===== src/rtl/rcppm_pkg.sv =====
package rcppm_pkg;

    // Item kinds carried on the input tuser
    typedef enum logic [1:0] {
        FUNC_TICK    = 2'd0,
        FUNC_LOAD    = 2'd1,
        FUNC_COMMIT  = 2'd2,
        FUNC_TIMEOUT = 2'd3
    } func_t;

    // Configuration register indexes
    localparam logic [2:0] REG_FRAME_INTERVAL      = 3'd0;
    localparam logic [2:0] REG_FRAME_INTERVAL_LONG = 3'd1;
    localparam logic [2:0] REG_SYNC_MINIMUM        = 3'd2;
    localparam logic [2:0] REG_PULSE_WIDTH         = 3'd3;
    localparam logic [2:0] REG_VALUE_MINIMUM       = 3'd4;
    localparam logic [2:0] REG_VALUE_MAXIMUM       = 3'd5;
    localparam logic [2:0] REG_TIMEOUT_ENABLE      = 3'd6;

    // Reset values
    localparam logic [15:0] RST_FRAME_INTERVAL      = 16'd45000;
    localparam logic [15:0] RST_FRAME_INTERVAL_LONG = 16'd50000;
    localparam logic [15:0] RST_SYNC_MINIMUM        = 16'd6000;
    localparam logic [15:0] RST_PULSE_WIDTH         = 16'd600;
    localparam logic [15:0] RST_VALUE_MINIMUM       = 16'd1600;
    localparam logic [15:0] RST_VALUE_MAXIMUM       = 16'd4400;
    localparam logic        RST_TIMEOUT_ENABLE      = 1'b1;

    // Compare value that never matches: pulse suppressed
    localparam logic [15:0] NO_PULSE = 16'hFFFF;

    typedef struct packed {
        logic [15:0] frame_interval;
        logic [15:0] frame_interval_long;
        logic [15:0] sync_minimum;
        logic [15:0] pulse_width;
        logic [15:0] value_minimum;
        logic [15:0] value_maximum;
        logic        timeout_enable;
    } cfg_t;

    typedef struct packed {
        func_t       func;
        logic [3:0]  channel_index;
        logic [15:0] raw_value;
        logic [7:0]  channel_count;
    } item_t;

    typedef struct packed {
        logic [15:0] period_ticks;
        logic [15:0] compare_ticks;
        logic        is_sync;
        logic        pulse_active;
    } result_t;

endpackage


===== src/rtl/rcppm_seq.sv =====
module rcppm_seq #(
    parameter int MAX_CHANNELS = 16
) (
    input  logic              clk,
    input  logic              rst_n,
    input  rcppm_pkg::cfg_t    cfg,
    input  logic              item_en,
    input  rcppm_pkg::item_t   item,
    output rcppm_pkg::result_t result
);
    import rcppm_pkg::*;

    localparam logic [7:0] COUNT_LIMIT = 8'(MAX_CHANNELS);

    logic [4:0]  slot_counter_reg, slot_counter_next;
    logic [15:0] frame_total_reg, frame_total_next;
    logic [15:0] next_period_reg, next_period_next;
    logic        output_muted_reg, output_muted_next;
    logic        timed_out_reg, timed_out_next;
    logic        active_bank_reg, active_bank_next;
    logic [4:0]  bank_count_reg [2];
    logic [4:0]  commit_count;

    // Two banks of 16 slots; bank is the top address bit
    logic [15:0] channel_store [32];

    logic [15:0] load_doubled;
    logic [15:0] load_raised;
    logic [15:0] load_value;
    logic [15:0] slot_value;
    logic [16:0] total_plus_min;
    logic        use_long;

    always_comb
    begin
        load_doubled = {item.raw_value[14:0], 1'b0};
        load_raised  = (load_doubled < cfg.value_minimum) ? cfg.value_minimum : load_doubled;
        load_value   = (load_raised > cfg.value_maximum) ? cfg.value_maximum : load_raised;
        commit_count = (item.channel_count > COUNT_LIMIT) ? COUNT_LIMIT[4:0]
                                                          : item.channel_count[4:0];
        slot_value   = channel_store[{active_bank_reg, slot_counter_reg[3:0]}];
        // frame_total > interval - minimum, without a signed subtract
        total_plus_min = {1'b0, frame_total_reg} + {1'b0, cfg.sync_minimum};
        use_long       = total_plus_min > {1'b0, cfg.frame_interval};
    end

    always_comb
    begin
        slot_counter_next  = slot_counter_reg;
        frame_total_next   = frame_total_reg;
        next_period_next   = next_period_reg;
        output_muted_next  = output_muted_reg;
        timed_out_next     = timed_out_reg;
        active_bank_next   = active_bank_reg;
        result.period_ticks  = next_period_reg;
        result.compare_ticks = NO_PULSE;
        result.is_sync       = 1'b0;
        result.pulse_active  = 1'b0;
        unique case (item.func)
            FUNC_TICK:
            begin
                if (slot_counter_reg < bank_count_reg[active_bank_reg])
                begin
                    next_period_next  = slot_value;
                    frame_total_next  = frame_total_reg + slot_value;
                    slot_counter_next = slot_counter_reg + 5'd1;
                    if (!output_muted_reg)
                    begin
                        result.compare_ticks = slot_value - cfg.pulse_width;
                        result.pulse_active  = 1'b1;
                    end
                end
                else
                begin
                    next_period_next  = use_long ? cfg.frame_interval_long - frame_total_reg
                                                 : cfg.frame_interval - frame_total_reg;
                    frame_total_next  = '0;
                    slot_counter_next = '0;
                    output_muted_next = timed_out_reg;
                    result.is_sync    = 1'b1;
                    if (!timed_out_reg)
                    begin
                        result.compare_ticks = next_period_next - cfg.pulse_width;
                        result.pulse_active  = 1'b1;
                    end
                end
            end
            FUNC_COMMIT:
            begin
                active_bank_next = ~active_bank_reg;
                timed_out_next   = 1'b0;
            end
            FUNC_TIMEOUT:
            begin
                if (cfg.timeout_enable)
                    timed_out_next = 1'b1;
            end
            FUNC_LOAD:
            begin
                // store write below
            end
            default:
            begin
            end
        endcase
    end

    always_ff @(posedge clk or negedge rst_n)
    begin
        if (!rst_n)
        begin
            slot_counter_reg  <= '0;
            frame_total_reg   <= '0;
            next_period_reg   <= RST_FRAME_INTERVAL;
            output_muted_reg  <= 1'b1;
            timed_out_reg     <= 1'b1;
            active_bank_reg   <= 1'b0;
            bank_count_reg[0] <= '0;
            bank_count_reg[1] <= '0;
        end
        else if (item_en)
        begin
            slot_counter_reg <= slot_counter_next;
            frame_total_reg  <= frame_total_next;
            next_period_reg  <= next_period_next;
            output_muted_reg <= output_muted_next;
            timed_out_reg    <= timed_out_next;
            active_bank_reg  <= active_bank_next;
            if (item.func == FUNC_COMMIT)
                bank_count_reg[~active_bank_reg] <= commit_count;
        end
    end

    always_ff @(posedge clk)
    begin
        if (item_en && item.func == FUNC_LOAD)
            channel_store[{~active_bank_reg, item.channel_index}] <= load_value;
    end

endmodule


===== src/rtl/rc_ppm_frame_generator.sv =====
// RC PPM frame sequencer.
//
// Input channel (s_*): one transaction per event. s_tuser carries the kind:
// period tick, channel load, bank commit or timeout. Loads fill the
// inactive channel bank, a commit swaps banks and sets the channel count.
// Output channel (m_*): one transaction per period tick only, carrying the
// timer top and compare value for the period now starting, plus the sync
// and pulse-active flags. Loads, commits and timeouts give no output.
// Configuration: cfg_wr_en / cfg_addr / cfg_wdata, write-only, one register
// per cycle; write only while no transaction is in flight.
//
// An accepted tick passes the input register, then the output register, before m_tvalid.
// Throughput: one transaction per cycle while no tick waits on a stalled output, set
// by the single input register feeding the sequencer and the single output register.
// Stall: while an output waits, non-tick transactions still pass through;
// a tick waits in the input register and s_tready drops once it is full.
// Reset: registers return to their defaults, both banks empty, output muted
// until a commit and the following sync; channel slots are not cleared.
module rc_ppm_frame_generator #(
    parameter int MAX_CHANNELS = 16
) (
    input  logic        clk,
    input  logic        rst_n,
    input  logic        s_tvalid,
    output logic        s_tready,
    input  logic [31:0] s_tdata,   // channel_index[3:0], raw_value[19:4], channel_count[27:20]
    input  logic [1:0]  s_tuser,   // func[1:0]
    output logic        m_tvalid,
    input  logic        m_tready,
    output logic [31:0] m_tdata,   // period_ticks[15:0], compare_ticks[31:16]
    output logic [1:0]  m_tuser,   // is_sync[0], pulse_active[1]
    input  logic        cfg_wr_en,
    input  logic [2:0]  cfg_addr,
    input  logic [15:0] cfg_wdata
);
    import rcppm_pkg::*;

    cfg_t    cfg_reg;
    item_t   in_item_reg;
    logic    in_valid_reg;
    result_t out_reg;
    logic    out_valid_reg;
    result_t seq_result;
    logic    out_free;
    logic    proc;

    // Output slot frees when empty or being taken this cycle
    assign out_free = !out_valid_reg || m_tready;
    // Only ticks need the output slot
    assign proc     = in_valid_reg && ((in_item_reg.func != FUNC_TICK) || out_free);
    assign s_tready = !in_valid_reg || proc;

    always_ff @(posedge clk or negedge rst_n)
    begin
        if (!rst_n)
        begin
            cfg_reg.frame_interval      <= RST_FRAME_INTERVAL;
            cfg_reg.frame_interval_long <= RST_FRAME_INTERVAL_LONG;
            cfg_reg.sync_minimum        <= RST_SYNC_MINIMUM;
            cfg_reg.pulse_width         <= RST_PULSE_WIDTH;
            cfg_reg.value_minimum       <= RST_VALUE_MINIMUM;
            cfg_reg.value_maximum       <= RST_VALUE_MAXIMUM;
            cfg_reg.timeout_enable      <= RST_TIMEOUT_ENABLE;
        end
        else if (cfg_wr_en)
        begin
            unique case (cfg_addr)
                REG_FRAME_INTERVAL:      cfg_reg.frame_interval      <= cfg_wdata;
                REG_FRAME_INTERVAL_LONG: cfg_reg.frame_interval_long <= cfg_wdata;
                REG_SYNC_MINIMUM:        cfg_reg.sync_minimum        <= cfg_wdata;
                REG_PULSE_WIDTH:         cfg_reg.pulse_width         <= cfg_wdata;
                REG_VALUE_MINIMUM:       cfg_reg.value_minimum       <= cfg_wdata;
                REG_VALUE_MAXIMUM:       cfg_reg.value_maximum       <= cfg_wdata;
                REG_TIMEOUT_ENABLE:      cfg_reg.timeout_enable      <= cfg_wdata[0];
                default:
                begin
                end
            endcase
        end
    end

    // Input register
    always_ff @(posedge clk or negedge rst_n)
    begin
        if (!rst_n)
            in_valid_reg <= 1'b0;
        else if (s_tready)
            in_valid_reg <= s_tvalid;
    end

    always_ff @(posedge clk)
    begin
        if (s_tvalid && s_tready)
        begin
            in_item_reg.func          <= func_t'(s_tuser);
            in_item_reg.channel_index <= s_tdata[3:0];
            in_item_reg.raw_value     <= s_tdata[19:4];
            in_item_reg.channel_count <= s_tdata[27:20];
        end
    end

    rcppm_seq #(
        .MAX_CHANNELS (MAX_CHANNELS)
    ) u_seq (
        .clk     (clk),
        .rst_n   (rst_n),
        .cfg     (cfg_reg),
        .item_en (proc),
        .item    (in_item_reg),
        .result  (seq_result)
    );

    // Output register
    always_ff @(posedge clk or negedge rst_n)
    begin
        if (!rst_n)
            out_valid_reg <= 1'b0;
        else if (out_free)
            out_valid_reg <= proc && (in_item_reg.func == FUNC_TICK);
    end

    always_ff @(posedge clk)
    begin
        if (out_free && proc && (in_item_reg.func == FUNC_TICK))
            out_reg <= seq_result;
    end

    assign m_tvalid = out_valid_reg;
    assign m_tdata  = {out_reg.compare_ticks, out_reg.period_ticks};
    assign m_tuser  = {out_reg.pulse_active, out_reg.is_sync};

    // Muted periods always carry the no-pulse compare
    a_muted_no_pulse: assert property (@(posedge clk) disable iff (!rst_n)
        (m_tvalid && !m_tuser[1]) |-> (m_tdata[31:16] == NO_PULSE))
        else $error("muted period without no-pulse compare");

    // Input only stalls behind a tick blocked by a waiting output
    a_stall_cause: assert property (@(posedge clk) disable iff (!rst_n)
        !s_tready |-> (in_valid_reg && (in_item_reg.func == FUNC_TICK)
                       && out_valid_reg && !m_tready))
        else $error("input stalled without cause");

    // A processed tick always lands in the output register
    a_tick_lands: assert property (@(posedge clk) disable iff (!rst_n)
        (proc && (in_item_reg.func == FUNC_TICK)) |=> out_valid_reg)
        else $error("tick result lost");

    // An output taken while nothing is processed leaves the output register empty
    a_no_spurious: assert property (@(posedge clk) disable iff (!rst_n)
        (!proc && out_valid_reg && m_tready) |=> !out_valid_reg)
        else $error("output without a tick");

endmodule

===== config.mk =====
export PLATFORM = sky130hd
export DESIGN_NAME = rc_ppm_frame_generator
export DESIGN_NICKNAME = d
export VERILOG_FILES = /design/src/rtl/rcppm_pkg.sv /design/src/rtl/rcppm_seq.sv /design/src/rtl/rc_ppm_frame_generator.sv
export SDC_FILE = /design/constraint.sdc
export NUM_CORES = 1
export LEC_CHECK = 0
export ABC_AREA = 0
export BUFFER_PORTS_ARGS = -buffer_cell sky130_fd_sc_hd__buf_2
export CORE_MARGIN = 2
export CORE_UTILIZATION = 45
export DETAILED_ROUTE_END_ITERATION = 12
export SYNTH_ARGS = -nofsm -noshare
export SYNTH_HDL_FRONTEND = slang
export SYNTH_SLANG_ARGS = --single-unit

===== constraint.sdc =====
create_clock -name clk -period 9 [get_ports clk]
set_clock_uncertainty 0.2 [all_clocks]
set_input_delay 0.9 -clock clk [delete_from_list [all_inputs] [get_ports clk]]
set_output_delay 0.9 -clock clk [all_outputs]
set_load 0.05 [all_outputs]

* After elaboration in Yosys (flattened, before gate mapping)
Memory sizes are Yosys's and may differ from the RTL's. Cells that the tools add are included.
Cells by class: $mul 0, magnitude comparators 8, shift-type cells 0, div/mod/pow operators 0, reduce and logical (&&, ||, !) cells 27, bitwise operators 4, multiplexer cells 24, equality and inequality tests 10, add/sub/neg operators 7
Operator list (number):
- $mux 16 | 8
- $sub 16x16->16 | 4
- $mux 5 | 6
- $reduce_and 2->1 | 9
- $add 16x16->17 | 1
- $gt 17x16->1 | 1
- $add 16x16->16 | 1
- $gt 16x16->1 | 1
- $lt 16x16->1 | 1
- $bwmux 10 | 1
- $eq 3x3->1 const B | 3
- $gt 8x5->1 const B | 1
- $logic_and 1x1->1 | 7
- $mux 1 | 7
- $eq 3x2->1 const B | 2
- $reduce_and 3->1 | 2
- $add 5x1->5 const B | 1
- $demux 5 s1 | 1
- $lt 5x5->1 | 1
- $eq 2x2->1 const B | 2
- $ge 2x2->1 const B | 2
- $not 1->2 | 2
- $reduce_bool 2->1 | 2
- $eq 3x1->1 const B | 1
- 9 further kinds | 13
Storage, ports and cells: input bits 58, memory bits (writable) 512, latch bits 0, output and inout port bits 36, ROM bits 0, memories 1, register bits 212
Memory list:
- u_seq.channel_store | words 32, width 16, rd ports 1, clocked after memory_dff 0, wr ports 1, RTL line rcppm_seq.sv:25 | logic [15:0] channel_store [32];

* Longest topological paths before layout
Gate-level depths: netlist of the first run.
word-level depth 7, depth in mapped cells 42, depth with buffers taken out 41

* Cells and area by module
From an unflattened synthesis of the first run, not the netlist that was laid out.
Second synthesis, totals: cell total of the unflattened synthesis 2071, area, all modules 33055.5 µm²
By module, submodules not included:
- rcppm_seq | cells an instance 1786, instances 1, area each 27173.6 µm²
- rc_ppm_frame_generator | cells an instance 285, instances 1, area each 5881.9 µm²

* Worst setup path before layout of the first run
No wires, ideal clock.
path type flip-flop to flip-flop, from register u_seq.frame_total_reg[1], to register out_reg (netlist bit m_tdata[31]) (data pin), data arrival time 7457 ps, stages on the path, launching flop included 40, slack 1087 ps, path through dfrtp_1 > ha_1 > a21o_1 > a21oi_1 > o21bai_1 > a31o_2 > nand3_1 > a21boi_0 > o31a_1 > nor4_1 > nor2_1 > xnor2_1 > ha_1 > nand4_1 > nor3_1 > a31oi_1 > or3_1 > a21oi_1 > [... 4 more ...] > fa_1 > nor2b_1 > o21ai_0 > a21boi_0 > o21ai_0 > a21boi_1 > nor2_1 > ha_1 > a211o_1 > nor2_1 > a211oi_1 > nor4_1 > o31ai_1 > o21a_1 > o21ai_0 > nand2b_1 > xnor3_1 > o22a_1
On the way: word-level cells in the longest chain between the ends 6, elaborated cells between the ends (all ways) 8
RTL lines:
- from (decl) | RTL line rcppm_seq.sv:16 | logic [15:0] frame_total_reg, frame_total_next;
- from (signal assigned) | RTL line rcppm_seq.sv:124 | frame_total_reg <= frame_total_next;
- $add 16x16->17 | RTL line rcppm_seq.sv:43 | total_plus_min = {1'b0, frame_total_reg} + {1'b0, cfg.sync_minimum};
- $gt 17x16->1 | RTL line rcppm_seq.sv:44 | use_long = total_plus_min > {1'b0, cfg.frame_interval};
- $mux 16 (*) | RTL line rcppm_seq.sv:75 | next_period_next = use_long ? cfg.frame_interval_long - frame_total_reg
- $sub 16x16->16 (*) | RTL line rcppm_seq.sv:83 | result.compare_ticks = next_period_next - cfg.pulse_width;
- $mux 16 (*) | RTL line rcppm_seq.sv:81 | if (!timed_out_reg)
- $mux 16 (*) | RTL line rcppm_seq.sv:62 | if (slot_counter_reg < bank_count_reg[active_bank_reg])
- to (signal assigned) | RTL line rc_ppm_frame_generator.sv:125 | out_reg <= seq_result;
- to (decl) | RTL line rc_ppm_frame_generator.sv:41 | result_t out_reg;
Mark *: on every way between the ends. The rest lies on a longest branch, timed or not. A chain may end at the register's enable or synchronous reset.

* Worst setup path in the final report of the first run
from register u_seq.frame_total_reg[0], to register out_reg (netlist bit m_tdata[30]) (data pin)
Same word-level chain as after synthesis.

==> results.ini, run 1 <==
[critical_path]
critical_path_class = reg -> reg
start_kind = flip-flop
reg2reg_from = u_seq.frame_total_reg[0]$_DFFE_PN0P_
crit_top_cell = ha_1
r2r_end = m_tdata[30]$_SDFFCE_PN1P_
critical_path_depth = 38
max_stage_delay_ps = 440
end_kind = flip-flop
reg2regPathDepth = 38
crit_family = compound AO/OA/AOI/OAI gates
cp.buffers_inverters = 2
slowest_stage = fa_1
cp.arrival_ps = 8530
crit_fanout = 6
cp.required_ps = 9160
reg2reg_slack_ps = 640

[route]
drt_iter0_markers = 1570
antenna_left = 0
drtPass1Iterations = 7
wl_per_cell_um = 24.4
vias = 18200
wl_um = 78500
drc_errors = 0
routed_via_density = 5.66

[logic_synthesis]
synth_edf_count = 575
synth.distinct_cells = 69
syn_inst = 2061
synth_nets = 2252
ys_ff_latch = 724
synth-async-reset-ratio_pct = 20.6
synth_area_mm2 = 0.0326
ys_seq_area_share_pct = 64.7
avgSynthCellArea_um2 = 15.8
synthFlopType = edfxtp_1
yosys_warnings = 0

[placement]
dp_hpwl_um = 50600
gp_congestion = 0.861
dp_slack_ps = 442
portBuffers = 88

[sta]
finalCriticalPeriod_ps = 8360
fin_crit_sh_pct = 92.9
hold_violations = 0
slew_headroom_pct = 8.79
worst_slew_pin_slew_ps = 1360
slew_violations = 0
hold_ws_ps = 82.1
setup_ws_ps = 636
setup_viol = 0
achievable-frequency_mhz = 120

[clocking]
cts_buffer_depth = 3
clk_pin_slew_ps = 60
cts_inserted_buffers = 79
ctsHtreeMaxLevel = 3
cts_tree = built
post_cts_buffers = 0
cts_root_buf = clkbuf_16
cts_num_sinks = 724
clk-insertion-delay-late_ps = 650

[global_route]
grt_pass1_wl_um = 117000
grt_max_degree = 77
overflow = 0
globalRouteTotalUtil_pct = 21.4
grt_pass1_vias = 18700
grt_antenna_before_repair = 3

[floorplanning]
pin_count = 94
die_area_mm2 = 0.0745
die_w_um = 273
num_rows = 98
die_y_um = 273
initial_core_util_pct = 45.5
core-area_mm2 = 0.0716

[layout]
area_growth_syn_to_layout_pct = 13.5
largest_reg_flops = 512
final_layout_size_suffix_gt1_share_pct = 27.5
antennaDiodeCount = 0
nets = 2400

[run]
cap_viol_max_count = 0

[worst_hold_path]
hp-class = in -> async

[power]
p_leak_nw = 13.2
power.density_mw_per_mm2 = 407
ir_worst_vdd_v = 0.000493

[status]
status = finished, final reports clean

[through the flow]
stage          cells  util [%]  setup TNS, ps  power, mW  cell area (um2)
2_1_floorplan   2061         -              0       9.94            32600
3_3_place_gp    3078      48.0              0       11.7            34400
3_5_place_dp    3078      48.0              0       11.9            34400
4_1_cts         3215      51.6              0       15.1            36900
5_1_grt         3215      51.6          -19.2       16.1            37000
6_report        3215      51.6              0       15.1            37000
[timing repair]
action | in CTS | in global routing
hold buffers | 0 | 0
gates resized for setup | 0 | 14
endpoints found under the setup margin | 0 | 4
[power breakdown]
group / switching (mW) / internal (mW) / total, mW
Combinational: 4.24 / 3.13 / 7.37
Sequential: 0.238 / 4.30 / 4.54
Clock: 1.32 / 1.82 / 3.15
Total: 5.80 / 9.25 / 15.1
[layout make-up]
type                            count  area (um2)
Clock buffer                       96        2070
Clock inverter                     41         443
Fill cell                        5968       34600
Inverter                          105         394
Multi-Input combinational cell   1154       10900
Sequential cell                   724       21100
Tap cell                          950        1190
Timing Repair Buffer              145         900
[synth_stat cells, drive strengths merged, types with 3 or more instances]
cell | count | area (um2)
inv | 104 | 390
a211oi | 7 | 52.6
mux2 | 110 | 1240
mux2i | 23 | 243
nor3b | 3 | 22.5
ha | 128 | 1600
o31ai | 4 | 30.0
nand2b | 22 | 138
nand2 | 152 | 571
nand3b | 3 | 22.5
and3 | 8 | 50.1
or3 | 4 | 25.0
edfxtp | 575 | 17300
dfstp | 45 | 1180
a31oi | 7 | 43.8
o211ai | 4 | 30.0
mux4 | 160 | 3600
clkbuf | 46 | 173
nand4 | 9 | 56.3
o21a | 23 | 173
xor2 | 14 | 123
a21o | 18 | 135
a21boi | 7 | 52.6
buf | 32 | 166
a21oi | 51 | 255
nor2 | 107 | 402
nand4b | 3 | 26.3
nor4 | 4 | 25.0
o22ai | 22 | 138
o41ai | 4 | 35.0
nand3 | 12 | 60.1
o21ai | 126 | 631
fa | 5 | 100
o21bai | 4 | 30.0
xnor2 | 40 | 350
or2 | 5 | 31.3
dfrtp | 104 | 2600
nor2b | 16 | 100
and2 | 5 | 31.3
nor3 | 18 | 90.1
[worst reg2reg max path, delay by kind of cell (launching register included)]
family / cells / cell delay [ps]
XOR/XNOR: 2 / 260
AND/OR/NAND/NOR: 8 / 1350
adder cells (fa/ha/maj): 6 / 1730
flip-flops: 1 / 420
AO/OA/AOI/OAI: 19 / 3710
multiplexers: 1 / 190
buffers and inverters: 2 / 230
[worst max-delay path by stage]
stage,endpoint,slack [ps],startpoint
after floorplan,m_tdata[31]$_SDFFCE_PN1P_,1090,u_seq.frame_total_reg[1]$_DFFE_PN0P_
after global routing,m_tdata[31]$_SDFFCE_PN1P_,-20,u_seq.frame_total_reg[0]$_DFFE_PN0P_
after detailed placement,m_tdata[31]$_SDFFCE_PN1P_,440,cfg_reg[50]$_DFFE_PN0P_
after CTS,m_tdata[31]$_SDFFCE_PN1P_,390,cfg_reg[50]$_DFFE_PN0P_
after global placement,m_tdata[31]$_SDFFCE_PN1P_,530,cfg_reg[50]$_DFFE_PN0P_
final,m_tdata[30]$_SDFFCE_PN1P_,640,u_seq.frame_total_reg[0]$_DFFE_PN0P_
[cell usage in the layout, fill, tap and decap left out, types with 5 or more instances in the layout]
master       n
clkbuf_16   80
a21o_1      17
clkinv_2    16
dfstp_2     45
xor2_1      14
and3_1       8
o21a_1      23
a211oi_1     6
inv_1      104
clkinv_1    11
a31oi_1      7
nor2_2      22
clkbuf_1    15
ha_1       128
buf_2       87
buf_4       55
nand2b_1    22
edfxtp_1   575
mux2_2     109
nand2_1    151
nor2b_1     16
fa_1         5
nand3_1     11
bufinv_16    6
nor3_1      15
dfrtp_1    100
o21ai_0    120
o22ai_1     22
nor2_1      85
a21oi_1     49
o21ai_1      6
mux2i_1     21
xnor2_1     40
nand4_1      9
mux4_2     160
or2_2        5
a21boi_0     5
[layer usage]
metal | up-vias | wire (um) | part of all wire [%] | track usage [%]
li1 | 8226 | - | - | -
met1 | 9268 | 32600 | 42 | 27.8
met2 | 518 | 38200 | 49 | 35.4
met3 | 171 | 4470 | 5.7 | 4.09
met4 | 2 | 3220 | 4.1 | 9.20
met5 | - | 6 | 0.0076 | 0
[logic make-up (layout without fill, tap and decap cells)]
logic type,count (synthesis),count (layout),synth area share [%]
AO/OA/AOI/OAI,298,298,5.53
AND/OR/NAND/NOR,375,375,5.18
XOR/XNOR,55,55,1.52
multiplexers,293,293,15.6
buffers and inverters,183,387,2.25
flip-flops,724,724,64.7
adder cells (fa/ha/maj),133,133,5.23
(Power assumes the default switching activity.)
==> inputs of run 2 (changes only) <==
--- a/config.mk
+++ b/config.mk
@@ -10,6 +10,9 @@
 export CORE_MARGIN = 2
 export CORE_UTILIZATION = 45
 export DETAILED_ROUTE_END_ITERATION = 12
+export PLACE_DENSITY = 0.64
+export SETUP_SLACK_MARGIN = 0.15
+export SLEW_MARGIN = 20
 export SYNTH_ARGS = -nofsm -noshare
 export SYNTH_HDL_FRONTEND = slang
 export SYNTH_SLANG_ARGS = --single-unit
==> run 2 against run 1 <==
Compared with the run above:
- wire length decreased by 1.5%
- combinational power increased by 1%
- critical path depth increased by 1
- sequential power about the same
- core utilization increased by 0.13 points
- sequential share of layout area decreased by 0.14 points
- register-to-register slack improved by 190 ps
- via count decreased by 0.16%
- clock power about the same
- flip-flop and latch count unchanged
- die area unchanged
- largest power group unchanged
- first-iteration DRC count increased by 4.6%
- highest routed layer is now met4
==> results.ini, run 2 (synthesis results as in run 1) <==
[status]
status = finished, final reports clean

[worst_hold_path]
hp-class = in -> async

[layout]
post-route-util_pct = 51.7  ; +0.13 points
final_cell_mix = 575 x edfxtp_1, 160 x mux4_2, 151 x nand2_1
nFillCells = 5909  ; -0.99%
area_growth_syn_to_layout_pct = 13.8
nets = 2407  ; +0.29%
largest_reg_flops = 512  ; unchanged
antennaDiodeCount = 0  ; unchanged
final_common_cell = edfxtp_1
layoutNonFillerInstCount = 3227  ; +0.37%
layout.cell_area.non_filler_mm2 = 0.0371  ; +0.24%
final_layout_size_suffix_gt1_share_pct = 27.5  ; about the same

[run]
cap_viol_max_count = 0  ; unchanged

[critical_path]
start_kind = flip-flop
reg2reg_slack_ps = 820  ; +190 ps
r2r_end = m_tdata[31]$_SDFFCE_PN1P_
cp.required_ps = 9210  ; +50 ps
reg2reg_from = u_seq.frame_total_reg[1]$_DFFE_PN0P_
slowest_stage = fa_1
cp.arrival_ps = 8380  ; -150 ps
reg2regPathDepth = 39  ; +2.6%
critical_path_class = reg -> reg
critical_path.startpoint = u_seq.frame_total_reg[1]$_DFFE_PN0P_
max_stage_delay_ps = 440  ; about the same
end_kind = flip-flop
crit_fanout = 6  ; unchanged

[placement]
portBuffers = 88  ; unchanged
gp_congestion = 0.867  ; +0.62%
dp_slack_ps = 341  ; -102 ps
dp_cells = 3084  ; +0.19%
dp_hpwl_um = 50600  ; about the same
placed_cell_area_mm2 = 0.0344  ; about the same

[route]
vias = 18200  ; -0.16%
routed_via_density = 5.63  ; -0.54%
drt_iter0_markers = 1642  ; +4.6%
drc_errors = 0  ; unchanged
wl_per_cell_um = 23.9  ; -1.9%
wl_um = 77300  ; -1.5%
drtPass1Iterations = 7  ; unchanged
antenna_left = 0  ; unchanged

[clocking]
ctsHoldBuffers = 0  ; unchanged
cts_buffer_depth = 3  ; unchanged
cts_root_buf = clkbuf_16
cts_inserted_buffers = 78  ; -1.3%
clk_pin_slew_ps = 60  ; about the same
cts_num_sinks = 724  ; unchanged
clk-insertion-delay-late_ps = 660  ; about the same
ctsHtreeMaxLevel = 3  ; unchanged
cts_tree = built

[power]
p_leak_nw = 13.2  ; +0.33%
ir_worst_vdd_v = 0.000582  ; +18%
power_mw = 15.2  ; +0.72%
power.density_mw_per_mm2 = 409  ; +0.48%

[global_route]
grt_antenna_before_repair = 1  ; -2
globalRouteTotalUtil_pct = 21.1  ; -0.36 points
grt_pass1_vias = 18800  ; +0.47%
grt_max_degree = 79  ; +2.6%
overflow = 0  ; unchanged
grt_pass1_wl_um = 116000  ; -0.41%

[floorplanning]
die_area_mm2 = 0.0745  ; unchanged
initial_core_util_pct = 45.5  ; unchanged
pin_count = 94  ; unchanged
core-area_mm2 = 0.0716  ; unchanged
die_w_um = 273  ; unchanged
die_y_um = 273  ; unchanged
num_rows = 98  ; unchanged

[sta]
setup_ws_ps = 825  ; +189 ps
hold_ws_ps = 63.1  ; -19.0 ps
hold_violations = 0  ; unchanged
fin_crit_sh_pct = 90.8  ; -2.1 points
worst_slew_pin_slew_ps = 1010  ; -350 ps
slew_violations = 0  ; unchanged
setup_viol = 0  ; unchanged
tns_ps = 0  ; unchanged
finalCriticalPeriod_ps = 8180  ; -189 ps
achievable-frequency_mhz = 122  ; +2.3%
rsz0062_at_grt = false
slew_headroom_pct = 32.1  ; +23 points

-- run 2: cell count changes in the layout (fill, tap and decap cells not counted), moves of 3 or more --
cell / previous run / this run
clkbuf_1: 15 / 20
nor2_4: 0 / 3
clkinv_2: 16 / 12
nor2_2: 22 / 8
clkinv_16: 2 / 5
buf_4: 55 / 64
clkbuf_8: 1 / 4
o21ai_2: 0 / 3
nor2_1: 85 / 96
-- run 2: where the power goes --
part	switching, mW	internal, mW
combinational	4.27	3.20
sequential	0.240	4.30
clock	1.36	1.79
-- run 2: layout make-up --
class / count / area [um2] / share of cell area [%]
sequential: 724 / 21100 / 56.8
tap: 950 / 1190 / 3.21
multi-input combinational: 1154 / 10900 / 29.5
timing repair buffer: 153 / 938 / 2.53
clock buffer: 103 / 2110 / 5.69
inverter: 105 / 394 / 1.06
clock inverter: 38 / 449 / 1.21
-- run 2: per-layer routing --
layer / GRT usage, % / wire (um)
met4: 7.41 / 2180
met3: 3.25 / 4620
met1: 28.0 / 32300
met5: 0 / 0
met2: 35.4 / 38100
-- run 2: how the worst max path moves through the flow --
stage                                      to  slack, ps
finish              m_tdata[31]$_SDFFCE_PN1P_        820
detailed placement  m_tdata[31]$_SDFFCE_PN1P_        340
floorplan           m_tdata[31]$_SDFFCE_PN1P_       1090
CTS                 m_tdata[31]$_SDFFCE_PN1P_        280
global route        m_tdata[31]$_SDFFCE_PN1P_        130
global placement    m_tdata[31]$_SDFFCE_PN1P_        520
-- run 2: what timing repair did --
| action | 4_1_cts | 5_1_grt |
|---|---|---|
| buffers inserted | 0 | 2 |
| resized for setup | 0 | 20 |
| setup endpoints to repair | 0 | 5 |
-- run 2: worst max-delay path, delay by kind of cell, from the launching register on --
family,cells,cell delay (ps)
flops,1,390
simple gates,11,1860
mux,1,180
fa+ha+maj,5,1510
buf+inv,2,290
compound gates,18,3050
xor+xnor,2,440
